$ cat src/hw/rtl/fwh_pkg.sv
// ----------------------------------------------------------------------------
// fwh_pkg: shared definitions for the fixed-width bin histogram
// Field widths, register indexes, reset values, state and class codes.
// ----------------------------------------------------------------------------
package fwh_pkg;

   // Field widths
   localparam int SAMPLE_W    = 32;
   localparam int WIDTH_W     = 31;
   localparam int COUNT_W     = 7;
   localparam int CNT_W       = 32;
   localparam int INDEX_W     = 6;
   localparam int CLASS_W     = 2;
   localparam int CSR_INDEX_W = 2;
   localparam int CSR_DATA_W  = 32;

   // Serial divider: one quotient bit per step
   localparam int DIV_STEPS = SAMPLE_W;

   // Built maximum number of buckets
   localparam int MAX_BINS_DEFAULT = 64;

   // Register reset values
   localparam logic [SAMPLE_W-1:0] RANGE_START_RST  = '0;
   localparam logic [WIDTH_W-1:0]  BUCKET_WIDTH_RST = WIDTH_W'(1);
   localparam logic [COUNT_W-1:0]  BUCKET_COUNT_RST = COUNT_W'(36);

   // Configuration register indexes
   typedef enum logic [CSR_INDEX_W-1:0] {
      CSR_RANGE_START  = 2'd0,
      CSR_BUCKET_WIDTH = 2'd1,
      CSR_BUCKET_COUNT = 2'd2
   } csr_reg_type;

   // Result class codes
   typedef enum logic [CLASS_W-1:0] {
      CLASS_IN    = 2'd0,
      CLASS_BELOW = 2'd1,
      CLASS_ABOVE = 2'd2
   } sample_class_type;

   // Sequencer states
   typedef enum logic [2:0] {
      ST_CLEAR,
      ST_IDLE,
      ST_DIVIDE,
      ST_CLASSIFY,
      ST_UPDATE
   } state_type;

   // Saturating counter increment
   function automatic logic [CNT_W-1:0] sat_inc(input logic [CNT_W-1:0] cnt);
      return (cnt == '1) ? cnt : cnt + CNT_W'(1);
   endfunction

endpackage

$ cat src/hw/rtl/fwh_ram.sv
// ----------------------------------------------------------------------------
// fwh_ram: generic single-write, single-read RAM
// One write port, one read port with registered read data.
// ----------------------------------------------------------------------------
module fwh_ram #(
   parameter int DATA_W = 32,
   parameter int DEPTH  = 64,
   parameter int ADDR_W = $clog2(DEPTH)
) (
   input  logic              clock,
   input  logic              wr_en,
   input  logic [ADDR_W-1:0] wr_addr,
   input  logic [DATA_W-1:0] wr_data,
   input  logic              rd_en,
   input  logic [ADDR_W-1:0] rd_addr,
   output logic [DATA_W-1:0] rd_data
);

   logic [DATA_W-1:0] mem_ff [DEPTH];
   logic [DATA_W-1:0] rd_data_ff;

   // Write port
   always_ff @(posedge clock) begin
      if (wr_en) begin
         mem_ff[wr_addr] <= wr_data;
      end
   end

   // Registered read port
   always_ff @(posedge clock) begin
      if (rd_en) begin
         rd_data_ff <= mem_ff[rd_addr];
      end
   end

   assign rd_data = rd_data_ff;

endmodule

$ cat src/hw/rtl/fwh_divider.sv
// ----------------------------------------------------------------------------
// fwh_divider: restoring serial divider
// Unsigned 32-bit dividend by 31-bit divisor, one quotient bit per cycle.
// ----------------------------------------------------------------------------
module fwh_divider (
   input  logic                          clock,
   input  logic                          reset,
   input  logic                          start,
   input  logic [fwh_pkg::SAMPLE_W-1:0]  dividend,
   input  logic [fwh_pkg::WIDTH_W-1:0]   divisor,
   output logic                          done,
   output logic [fwh_pkg::SAMPLE_W-1:0]  quotient
);

   localparam int DVD_W  = fwh_pkg::SAMPLE_W;
   localparam int DVS_W  = fwh_pkg::WIDTH_W;
   localparam int STEP_W = $clog2(fwh_pkg::DIV_STEPS);

   logic              busy_ff, busy_in;
   logic              done_ff, done_in;
   logic [STEP_W-1:0] step_ff, step_in;
   logic [DVS_W-1:0]  rem_ff, rem_in;
   logic [DVD_W-1:0]  quo_ff, quo_in;
   logic [DVS_W-1:0]  dvs_ff, dvs_in;

   logic [DVS_W:0]    partial;
   logic [DVS_W:0]    trial;
   logic              fits;
   logic              last_step;

   // One restoring step: shift in the next dividend bit, try a subtract
   always_comb begin
      partial   = {rem_ff, quo_ff[DVD_W-1]};
      trial     = partial - {1'b0, dvs_ff};
      fits      = partial >= {1'b0, dvs_ff};
      last_step = step_ff == STEP_W'(fwh_pkg::DIV_STEPS - 1);
   end

   // Next-value logic
   always_comb begin
      busy_in = busy_ff;
      done_in = 1'b0;
      step_in = step_ff;
      rem_in  = rem_ff;
      quo_in  = quo_ff;
      dvs_in  = dvs_ff;
      if (start) begin
         busy_in = 1'b1;
         step_in = '0;
         rem_in  = '0;
         quo_in  = dividend;
         dvs_in  = divisor;
      end else if (busy_ff) begin
         rem_in  = fits ? trial[DVS_W-1:0] : partial[DVS_W-1:0];
         quo_in  = {quo_ff[DVD_W-2:0], fits};
         step_in = step_ff + STEP_W'(1);
         if (last_step) begin
            busy_in = 1'b0;
            done_in = 1'b1;
         end
      end
   end

   // Control registers
   always_ff @(posedge clock) begin
      if (reset) begin
         busy_ff <= 1'b0;
         done_ff <= 1'b0;
         step_ff <= '0;
      end else begin
         busy_ff <= busy_in;
         done_ff <= done_in;
         step_ff <= step_in;
      end
   end

   // Datapath registers
   always_ff @(posedge clock) begin
      rem_ff <= rem_in;
      quo_ff <= quo_in;
      dvs_ff <= dvs_in;
   end

   assign done     = done_ff;
   assign quotient = quo_ff;

endmodule

$ cat src/hw/rtl/fixed_width_histogram_top.sv
// ----------------------------------------------------------------------------
// fixed_width_histogram_top: fixed-width bin histogram
// Bins signed samples by floor((sample - range_start) / bucket_width) and
// keeps saturating per-bucket and out-of-range counters.
// ----------------------------------------------------------------------------
// Each sample goes from acceptance to a valid result in order: the serial
// divider forms the quotient (one quotient bit per cycle), the divider raises
// its registered done flag, the sequencer classifies the sample and reads the
// bucket counter from the RAM, and then it writes the incremented count back
// and loads the result register. A new sample is taken only in the idle
// state, once the previous one has been written back, so samples never
// overlap in the divider or the counter RAM.
// The input is accepted only while the sequencer is idle; a finished result
// waits in its output register while the next sample is taken, and a
// transaction stalls in its last cycle only if the previous result is still
// unclaimed. After reset the bucket RAM is swept to zero, one entry per
// cycle, all MAX_BINS entries, before the first sample is taken; configuration
// writes are taken at any time. Samples below range_start are always below
// range (floored division); a bucket_width of zero acts as one, and a
// bucket_count above MAX_BINS acts as MAX_BINS.
module fixed_width_histogram_top #(
   parameter int MAX_BINS = fwh_pkg::MAX_BINS_DEFAULT
) (
   input  logic                             clock,
   input  logic                             reset,
   // Sample input
   input  logic                             req_valid,
   output logic                             req_ready,
   input  logic signed [fwh_pkg::SAMPLE_W-1:0] req_sample_value,
   // Result output
   output logic                             rsp_valid,
   input  logic                             rsp_ready,
   output logic [fwh_pkg::CLASS_W-1:0]      rsp_sample_class,
   output logic [fwh_pkg::INDEX_W-1:0]      rsp_bin_index,
   output logic [fwh_pkg::CNT_W-1:0]        rsp_bin_total,
   output logic [fwh_pkg::CNT_W-1:0]        rsp_below_total,
   output logic [fwh_pkg::CNT_W-1:0]        rsp_above_total,
   // Configuration write port
   input  logic                             csr_we,
   input  logic [fwh_pkg::CSR_INDEX_W-1:0]  csr_index,
   input  logic [fwh_pkg::CSR_DATA_W-1:0]   csr_wdata
);

   localparam int ADDR_W = $clog2(MAX_BINS);
   localparam int SMP_W  = fwh_pkg::SAMPLE_W;
   localparam int CNT_W  = fwh_pkg::CNT_W;
   localparam int IDX_W  = fwh_pkg::INDEX_W;

   // Configuration registers
   logic [SMP_W-1:0]                  range_start_ff, range_start_in;
   logic [fwh_pkg::WIDTH_W-1:0]       bucket_width_ff, bucket_width_in;
   logic [fwh_pkg::COUNT_W-1:0]       bucket_count_ff, bucket_count_in;

   // Sequencer and datapath state
   fwh_pkg::state_type                state_ff, state_in;
   logic [ADDR_W-1:0]                 clr_addr_ff, clr_addr_in;
   logic                              below_ff, below_in;
   fwh_pkg::sample_class_type         class_ff, class_in;
   logic [CNT_W-1:0]                  under_ff, under_in;
   logic [CNT_W-1:0]                  over_ff, over_in;

   // Result register
   logic                              rsp_valid_ff, rsp_valid_in;
   fwh_pkg::sample_class_type         rsp_class_ff, rsp_class_in;
   logic [IDX_W-1:0]                  rsp_index_ff, rsp_index_in;
   logic [CNT_W-1:0]                  rsp_total_ff, rsp_total_in;
   logic [CNT_W-1:0]                  rsp_below_ff, rsp_below_in;
   logic [CNT_W-1:0]                  rsp_above_ff, rsp_above_in;

   // Internal nets
   logic                              accept;
   logic                              clr_last;
   logic                              out_free;
   logic                              commit;
   logic [SMP_W:0]                    offset;
   logic [fwh_pkg::WIDTH_W-1:0]       divisor;
   logic                              div_done;
   logic [SMP_W-1:0]                  quotient;
   logic [SMP_W-1:0]                  limit;
   logic [CNT_W-1:0]                  bin_next;
   logic                              ram_we;
   logic [ADDR_W-1:0]                 ram_waddr;
   logic [CNT_W-1:0]                  ram_wdata;
   logic                              ram_re;
   logic [CNT_W-1:0]                  ram_rdata;

   // Configuration writes
   always_comb begin
      range_start_in  = range_start_ff;
      bucket_width_in = bucket_width_ff;
      bucket_count_in = bucket_count_ff;
      if (csr_we) begin
         unique case (fwh_pkg::csr_reg_type'(csr_index))
            fwh_pkg::CSR_RANGE_START:  range_start_in  = csr_wdata;
            fwh_pkg::CSR_BUCKET_WIDTH: bucket_width_in = csr_wdata[fwh_pkg::WIDTH_W-1:0];
            fwh_pkg::CSR_BUCKET_COUNT: bucket_count_in = csr_wdata[fwh_pkg::COUNT_W-1:0];
            default: ;
         endcase
      end
   end

   always_ff @(posedge clock) begin
      if (reset) begin
         range_start_ff  <= fwh_pkg::RANGE_START_RST;
         bucket_width_ff <= fwh_pkg::BUCKET_WIDTH_RST;
         bucket_count_ff <= fwh_pkg::BUCKET_COUNT_RST;
      end else begin
         range_start_ff  <= range_start_in;
         bucket_width_ff <= bucket_width_in;
         bucket_count_ff <= bucket_count_in;
      end
   end

   // Handshake and shared terms
   always_comb begin
      accept   = req_valid && req_ready;
      clr_last = clr_addr_ff == ADDR_W'(MAX_BINS - 1);
      out_free = !rsp_valid_ff || rsp_ready;
      commit   = (state_ff == fwh_pkg::ST_UPDATE) && out_free;
      // 33-bit signed offset of the sample from the range start
      offset   = {req_sample_value[SMP_W-1], req_sample_value}
               - {range_start_ff[SMP_W-1], range_start_ff};
      divisor  = (bucket_width_ff == '0) ? fwh_pkg::WIDTH_W'(1) : bucket_width_ff;
      // Effective bucket limit, clamped to the built maximum
      limit    = (SMP_W'(bucket_count_ff) > SMP_W'(MAX_BINS))
               ? SMP_W'(MAX_BINS) : SMP_W'(bucket_count_ff);
      bin_next = fwh_pkg::sat_inc(ram_rdata);
   end

   // Serial divider
   fwh_divider u_divider (
      .clock    (clock),
      .reset    (reset),
      .start    (accept),
      .dividend (offset[SMP_W-1:0]),
      .divisor  (divisor),
      .done     (div_done),
      .quotient (quotient)
   );

   // Bucket counter RAM
   fwh_ram #(
      .DATA_W (CNT_W),
      .DEPTH  (MAX_BINS),
      .ADDR_W (ADDR_W)
   ) u_bins (
      .clock   (clock),
      .wr_en   (ram_we),
      .wr_addr (ram_waddr),
      .wr_data (ram_wdata),
      .rd_en   (ram_re),
      .rd_addr (quotient[ADDR_W-1:0]),
      .rd_data (ram_rdata)
   );

   // Next-state logic
   always_comb begin
      state_in = state_ff;
      unique case (state_ff)
         fwh_pkg::ST_CLEAR:    if (clr_last) state_in = fwh_pkg::ST_IDLE;
         fwh_pkg::ST_IDLE:     if (req_valid) state_in = fwh_pkg::ST_DIVIDE;
         fwh_pkg::ST_DIVIDE:   if (div_done) state_in = fwh_pkg::ST_CLASSIFY;
         fwh_pkg::ST_CLASSIFY: state_in = fwh_pkg::ST_UPDATE;
         fwh_pkg::ST_UPDATE:   if (out_free) state_in = fwh_pkg::ST_IDLE;
         default:              state_in = fwh_pkg::ST_IDLE;
      endcase
   end

   // Sequencer outputs
   always_comb begin
      req_ready = 1'b0;
      ram_we    = 1'b0;
      ram_waddr = quotient[ADDR_W-1:0];
      ram_wdata = bin_next;
      ram_re    = 1'b0;
      unique case (state_ff)
         fwh_pkg::ST_CLEAR: begin
            ram_we    = 1'b1;
            ram_waddr = clr_addr_ff;
            ram_wdata = '0;
         end
         fwh_pkg::ST_IDLE:     req_ready = 1'b1;
         fwh_pkg::ST_DIVIDE:   ;
         fwh_pkg::ST_CLASSIFY: ram_re = 1'b1;
         fwh_pkg::ST_UPDATE:   ram_we = out_free && (class_ff == fwh_pkg::CLASS_IN);
         default:              ;
      endcase
   end

   // Datapath next values
   always_comb begin
      clr_addr_in  = (state_ff == fwh_pkg::ST_CLEAR) ? clr_addr_ff + ADDR_W'(1) : clr_addr_ff;
      below_in     = accept ? offset[SMP_W] : below_ff;
      class_in     = class_ff;
      if (state_ff == fwh_pkg::ST_CLASSIFY) begin
         if (below_ff) begin
            class_in = fwh_pkg::CLASS_BELOW;
         end else if (quotient >= limit) begin
            class_in = fwh_pkg::CLASS_ABOVE;
         end else begin
            class_in = fwh_pkg::CLASS_IN;
         end
      end
      under_in = under_ff;
      over_in  = over_ff;
      if (commit && (class_ff == fwh_pkg::CLASS_BELOW)) begin
         under_in = fwh_pkg::sat_inc(under_ff);
      end
      if (commit && (class_ff == fwh_pkg::CLASS_ABOVE)) begin
         over_in = fwh_pkg::sat_inc(over_ff);
      end
   end

   // Result register next values
   always_comb begin
      rsp_valid_in = rsp_valid_ff && !rsp_ready;
      rsp_class_in = rsp_class_ff;
      rsp_index_in = rsp_index_ff;
      rsp_total_in = rsp_total_ff;
      rsp_below_in = rsp_below_ff;
      rsp_above_in = rsp_above_ff;
      if (commit) begin
         rsp_valid_in = 1'b1;
         rsp_class_in = class_ff;
         rsp_index_in = (class_ff == fwh_pkg::CLASS_IN) ? quotient[IDX_W-1:0] : '0;
         rsp_total_in = (class_ff == fwh_pkg::CLASS_IN) ? bin_next : '0;
         rsp_below_in = under_in;
         rsp_above_in = over_in;
      end
   end

   // Control registers
   always_ff @(posedge clock) begin
      if (reset) begin
         state_ff     <= fwh_pkg::ST_CLEAR;
         clr_addr_ff  <= '0;
         under_ff     <= '0;
         over_ff      <= '0;
         rsp_valid_ff <= 1'b0;
      end else begin
         state_ff     <= state_in;
         clr_addr_ff  <= clr_addr_in;
         under_ff     <= under_in;
         over_ff      <= over_in;
         rsp_valid_ff <= rsp_valid_in;
      end
   end

   // Payload registers
   always_ff @(posedge clock) begin
      below_ff     <= below_in;
      class_ff     <= class_in;
      rsp_class_ff <= rsp_class_in;
      rsp_index_ff <= rsp_index_in;
      rsp_total_ff <= rsp_total_in;
      rsp_below_ff <= rsp_below_in;
      rsp_above_ff <= rsp_above_in;
   end

   assign rsp_valid        = rsp_valid_ff;
   assign rsp_sample_class = rsp_class_ff;
   assign rsp_bin_index    = rsp_index_ff;
   assign rsp_bin_total    = rsp_total_ff;
   assign rsp_below_total  = rsp_below_ff;
   assign rsp_above_total  = rsp_above_ff;

   // Assertions

   // A pending result always carries the current out-of-range totals
   a_totals_track: assert property (@(posedge clock) disable iff (reset)
      rsp_valid |-> (rsp_below_total == under_ff) && (rsp_above_total == over_ff))
      else $error("result totals differ from the out-of-range counters");

   // An out-of-range result reports no bucket
   a_out_of_range_empty: assert property (@(posedge clock) disable iff (reset)
      rsp_valid && (rsp_sample_class != fwh_pkg::CLASS_IN)
      |-> (rsp_bin_total == '0) && (rsp_bin_index == '0))
      else $error("out-of-range result reports a bucket");

   // An in-range commit always shows a nonzero bucket count
   a_in_range_nonzero: assert property (@(posedge clock) disable iff (reset)
      commit && (class_ff == fwh_pkg::CLASS_IN) |=> rsp_valid && (rsp_bin_total != '0))
      else $error("in-range result with zero bucket count");

endmodule
$ cat config.mk
export PLATFORM = sky130hd
export DESIGN_NAME = fixed_width_histogram_top
export DESIGN_NICKNAME = d
export VERILOG_FILES = /design/src/hw/rtl/fwh_pkg.sv /design/src/hw/rtl/fwh_ram.sv /design/src/hw/rtl/fwh_divider.sv /design/src/hw/rtl/fixed_width_histogram_top.sv
export SDC_FILE = /design/constraint.sdc
export NUM_CORES = 2
export LEC_CHECK = 0
export ABC_CLOCK_PERIOD_IN_PS = 6000
export BUFFER_PORTS_ARGS = -buffer_cell sky130_fd_sc_hd__buf_2
export CORE_MARGIN = 4
export CORE_UTILIZATION = 47
export CTS_BUF_LIST = sky130_fd_sc_hd__clkbuf_16
export CTS_CLUSTER_SIZE = 24
export DETAILED_ROUTE_END_ITERATION = 12
export GPL_TIMING_DRIVEN = 0
export HOLD_SLACK_MARGIN = 0.03
export PLACE_DENSITY = 0.73
export SYNTH_ARGS = -nofsm -noshare
export SYNTH_HDL_FRONTEND = slang
export SYNTH_SLANG_ARGS = --single-unit
$ cat constraint.sdc
create_clock -name clock -period 6 [get_ports clock]
set_clock_uncertainty 0.2 [all_clocks]
set_input_delay 1.2 -clock clock [delete_from_list [all_inputs] [get_ports clock]]
set_output_delay 1.2 -clock clock [all_outputs]
set_load 0.03 [all_outputs]
==> results summary <==
The category of the most critical setup path is reg2reg. Setup violations remaining at the end of the flow were counted as 0. The clock latency on the worst-skew pair is about 0.9 ns. The required time at the worst-slack endpoint came out at roughly 6.3 ns. IR analysis of the VDD net gives a maximum drop of 309 uV. The number of filler cells placed in the layout came out at 15.0k.

The largest driver fanout on the critical path is 17. The number of buffers and inverters on the critical path is 4. The total I/O pin count is roughly 180. The post-cts resize count is 0. The total number of placement rows is ~170. Setup repair after global routing left no endpoint under its margin. Summed over all layers, the global routing overflow is 0. The vias per cell came out at 6.23. The number of enable-type register cells in the synthesized netlist came out at approximately 2.3k. Leaving out fill and tap cells, the most frequent cell in the layout is edfxtp_1. The initial utilization of the core area, before any placement, comes to a little under half. The post-synthesis sequential area ratio came out at 73.6%. The cell internal power dissipation came out at approximately 27 mW. The number of storage elements in the synthesis netlist is roughly 2.4k.

In the final design database the tool counted approximately 5.6k nets. The count of placed standard cells including taps came out at about 7.9k. The kind of end point of the critical path is a flop. The synthesized design spends more area on one cell type than any other, namely edfxtp_1. Summing all multi-input logic gate instances after layout gives 24,800 um2. STA puts the critical path data arrival time at between 5 and 6 ns. By area the synthesized netlist is led by edfxtp_1 (70%), mux4_2 (16%), dfxtp_1 (3.8%), nand2_1 (1.1%), ha_1 (0.98%). The first global-routing pass estimated between 300 and 400 mm of wire. The floorplan step set the die height to between 400 and 500 um. The post-synthesis net count came out at around 5.1k. The non-filler instance count after layout is about 8.3k. The die width is 462 um.

The number of optimization iterations in the first detailed-route pass came out at 8. In this run the worst hold path is classified as reg2reg. The final number of max-transition violations is 0. The peak clock frequency supported by timing is roughly 0.18 GHz. The cell area after layout is 111,000 um2. Detailed routing inserted a total of just over 50k vias. The number of routed nets with antenna violations came out at 0. The final weighted congestion in routability-driven placement came out at between 0.8 and 0.9.

In this run the tightest slew margin relative to its limit is under 10%. The clock tree root driver cell is clkbuf_16. The area added between synthesis and finish came out at 15.3%.

Counting along the longest clock path gives a buffer depth of 3. The DRC violation count after routing is 0. The clock network fraction of total power came out at roughly two fifths.

In the finished design, the share of the clock period the worst path needs comes to a little over nine tenths. The top cell type by area accounts for a little over two thirds of the synthesized area. The share of post-route cells with drive strength above 1 came out at 26.3%.

After detailed routing, no signal wire sits above met5. Summed over all cells, the static leakage comes to between 30 and 40 nW. The final hold slack is 0.259 ns. The cell area after placement is roughly 100,000 um2. The fraction of power consumed by sequential logic is a little over half. The total wirelength of the detailed-routed design came out at between 200 and 300 mm.

The placed wire-length estimate came out at 171 mm. The clock slew at the register clock pins of the worst setup and hold paths came out at 0.06 ns. The minimum period implied by the final worst setup slack came out at about 5.6 ns.

The maximum number of pins on one net before global-route repair is around 50. After detailed routing, the wire length on met1 is about 94 mm. The largest delay contributor family on the critical path is buffers and inverters. The core region area came out at roughly 200,000 um2. The critical path goes through clkbuf_2 > clkbuf_1 > clkbuf_1 > nand2_1 > o21ai_0 > nand2_1 > nor2_4 > buf_16. After detailed routing, the met2 layer carries 119 mm of wire. The total of max-cap violations came out at 0. The switching power total came out at between 7 and 8 mW. Counting flops with an async set or reset pin after synthesis yields a share of 0%. The number of warnings issued by yosys is 0.

At the pin with the least slew margin, the transition time is about 1.5 ns. The length of routed met3 wiring came out at between 20 and 30 mm. The via count of the first global-routing pass came to 51.4k. The distinct cell type count after synthesis came out at between 80 and 90. The gate count of the mapped netlist is just under 5k. The switching share of total power is about a fifth. The post-synthesis instance area is 96,700 um2. The floorplan die area came out at ~210,000 um2. The overall fraction of global-route tracks in use came out at between 20% and 30%. The DRC violation total after the first TritonRoute iteration is 7,147. The top cell types in the final layout, fill and taps aside, are edfxtp_1 (2,250), mux4_2 (672), nand2_1 (273). In this design, the stage delay of the slowest critical-path cell is around 0.9 ns. The clock tree from TritonCTS is done. The maximum level of the CTS H-tree came out at 4.

The CTS buffer count came out at 229. The initial antenna violation count is 21. The power density relative to cell area came out at 304 nW/um2. The average wire per standard cell came out at between 30 and 40 um. The post-synthesis area per instance came out at between 15 and 20 um2.

The post-CTS repair timing setup buffer count came out at 0. The sequential cell area is 71,200 um2. The run finished with clean final reports. Hold repair after CTS inserted 0 buffers. The number of buffer cells added on primary ports came out at roughly 180. The share of total power dissipated in combinational logic is roughly 3.7%. The count of endpoints failing hold in the final timing report is 0. Among all stages on the critical path, the largest delay is contributed by nor2_4. STA classifies the critical path startpoint as a flop. The most used flip-flop cell after synthesis is edfxtp_1. The clock sink count came out at 2,432.
==> per-stage QoR <==
step                power [mW]   TNS, ns  utilization, %  setup slack [ns]
floorplan                 19.7         0               -              1.31
global placement          20.0  -3153.41            49.4             -1.78
detailed placement        20.1         0            50.9             0.671
CTS                       34.1         0            54.5             0.586
global route              34.9         0            54.5             0.289
finish                    33.9         0            54.5             0.358
==> registers in the layout (all words and copies together), names as in the netlist, 3 cells and up <==
name / flops
bucket_count_ff: 7
bucket_width_ff: 31
clr_addr_ff: 6
over_ff: 32
range_start_ff: 32
rsp_above_total: 32
rsp_below_total: 32
rsp_bin_index: 6
rsp_bin_total: 32
state_ff: 3
u_bins.mem_ff: 2048
u_bins.rd_data: 32
u_divider.dvs_ff: 31
u_divider.quotient: 32
u_divider.rem_ff: 31
u_divider.step_ff: 5
under_ff: 32
==> power groups by stage <==
| stage | registers [mW] | logic, mW | clock network [mW] |
|---|---|---|---|
| floorplan | 18.8 | 0.887 | 0 |
| global placement | 18.9 | 1.17 | 0 |
| detailed placement | 18.9 | 1.23 | 0 |
| CTS | 18.5 | 1.24 | 14.3 |
| global route | 18.5 | 1.38 | 15.1 |
| finish | 18.5 | 1.26 | 14.2 |
==> worst register-to-register path, stage by stage, from the launching register on <==
cell	delay, ns
edfxtp_1	0.36
clkbuf_2	0.62
clkbuf_1	0.85
clkbuf_1	0.61
nand2_1	0.16
o21ai_0	0.54
nand2_1	0.77
nor2_4	0.90
buf_16	0.25
==> worst paths after layout <==
path / from / endpoint / slack (ns) / depth (start not counted)
worst max-delay path: u_divider.quotient[2] / u_bins.mem_ff[54][5] / 0.36 / 8
worst max register to register: u_divider.quotient[2] / u_bins.mem_ff[54][5] / 0.36 / 8
worst min register to register: range_start_ff[30] / range_start_ff[30] / 0.26 / 2
worst min-delay path: range_start_ff[30] / range_start_ff[30] / 0.26 / 2
==> area by class of cell <==
type                    instances  share of cell area (%)
flip-flops and latches       2432                    63.9
multi-input cells            2121                    22.2
clock buffers                 231                    5.18
well taps                    2688                    3.02
repair buffers                277                    2.91
clock inverters               192                    1.45
plain buffers                 257                   0.979
inverters                     101                   0.340
diodes                         11                  0.0247
==> metal layers <==
metal  GRT usage, %  up-vias
met4           12.1        4
met3           5.55      632
met1           32.0    26790
li1               -    20952
met2           37.5     3384
met5              0        -
==> cells in the mapped netlist (12+ instances only) <==
cell      count
buf_1        17
nor2b_1      82
o21ai_0      61
o21a_1       18
nand2b_1     15
mux4_2      672
dfxtp_1     182
nor4_1       20
ha_1         76
clkbuf_1    183
nand3_1      45
and3_1       26
edfxtp_1   2250
buf_2        49
and4_1       12
xor2_1       63
xnor2_1      69
nand4_1      28
a211oi_1     17
nor2_1      234
a21o_1       35
nand2_1     274
nor3_1       23
mux2i_1      26
a21oi_1     145
and2_1       13
inv_1       100
==> logic make-up (layout without fill, tap and decap cells) <==
kind of cell    count (synthesis)  after routing  share of synthesized area (%)
compound gates                373            373                           2.48
xor+xnor                      132            132                           1.20
fa+ha+maj                      78             78                           1.02
buf+inv                       358           1058                           1.51
flops                        2432           2432                           73.6
mux                           702            702                           16.0
other cells                     0             11                              0
simple gates                  836            836                           4.21
(Power assumes the default switching activity.)
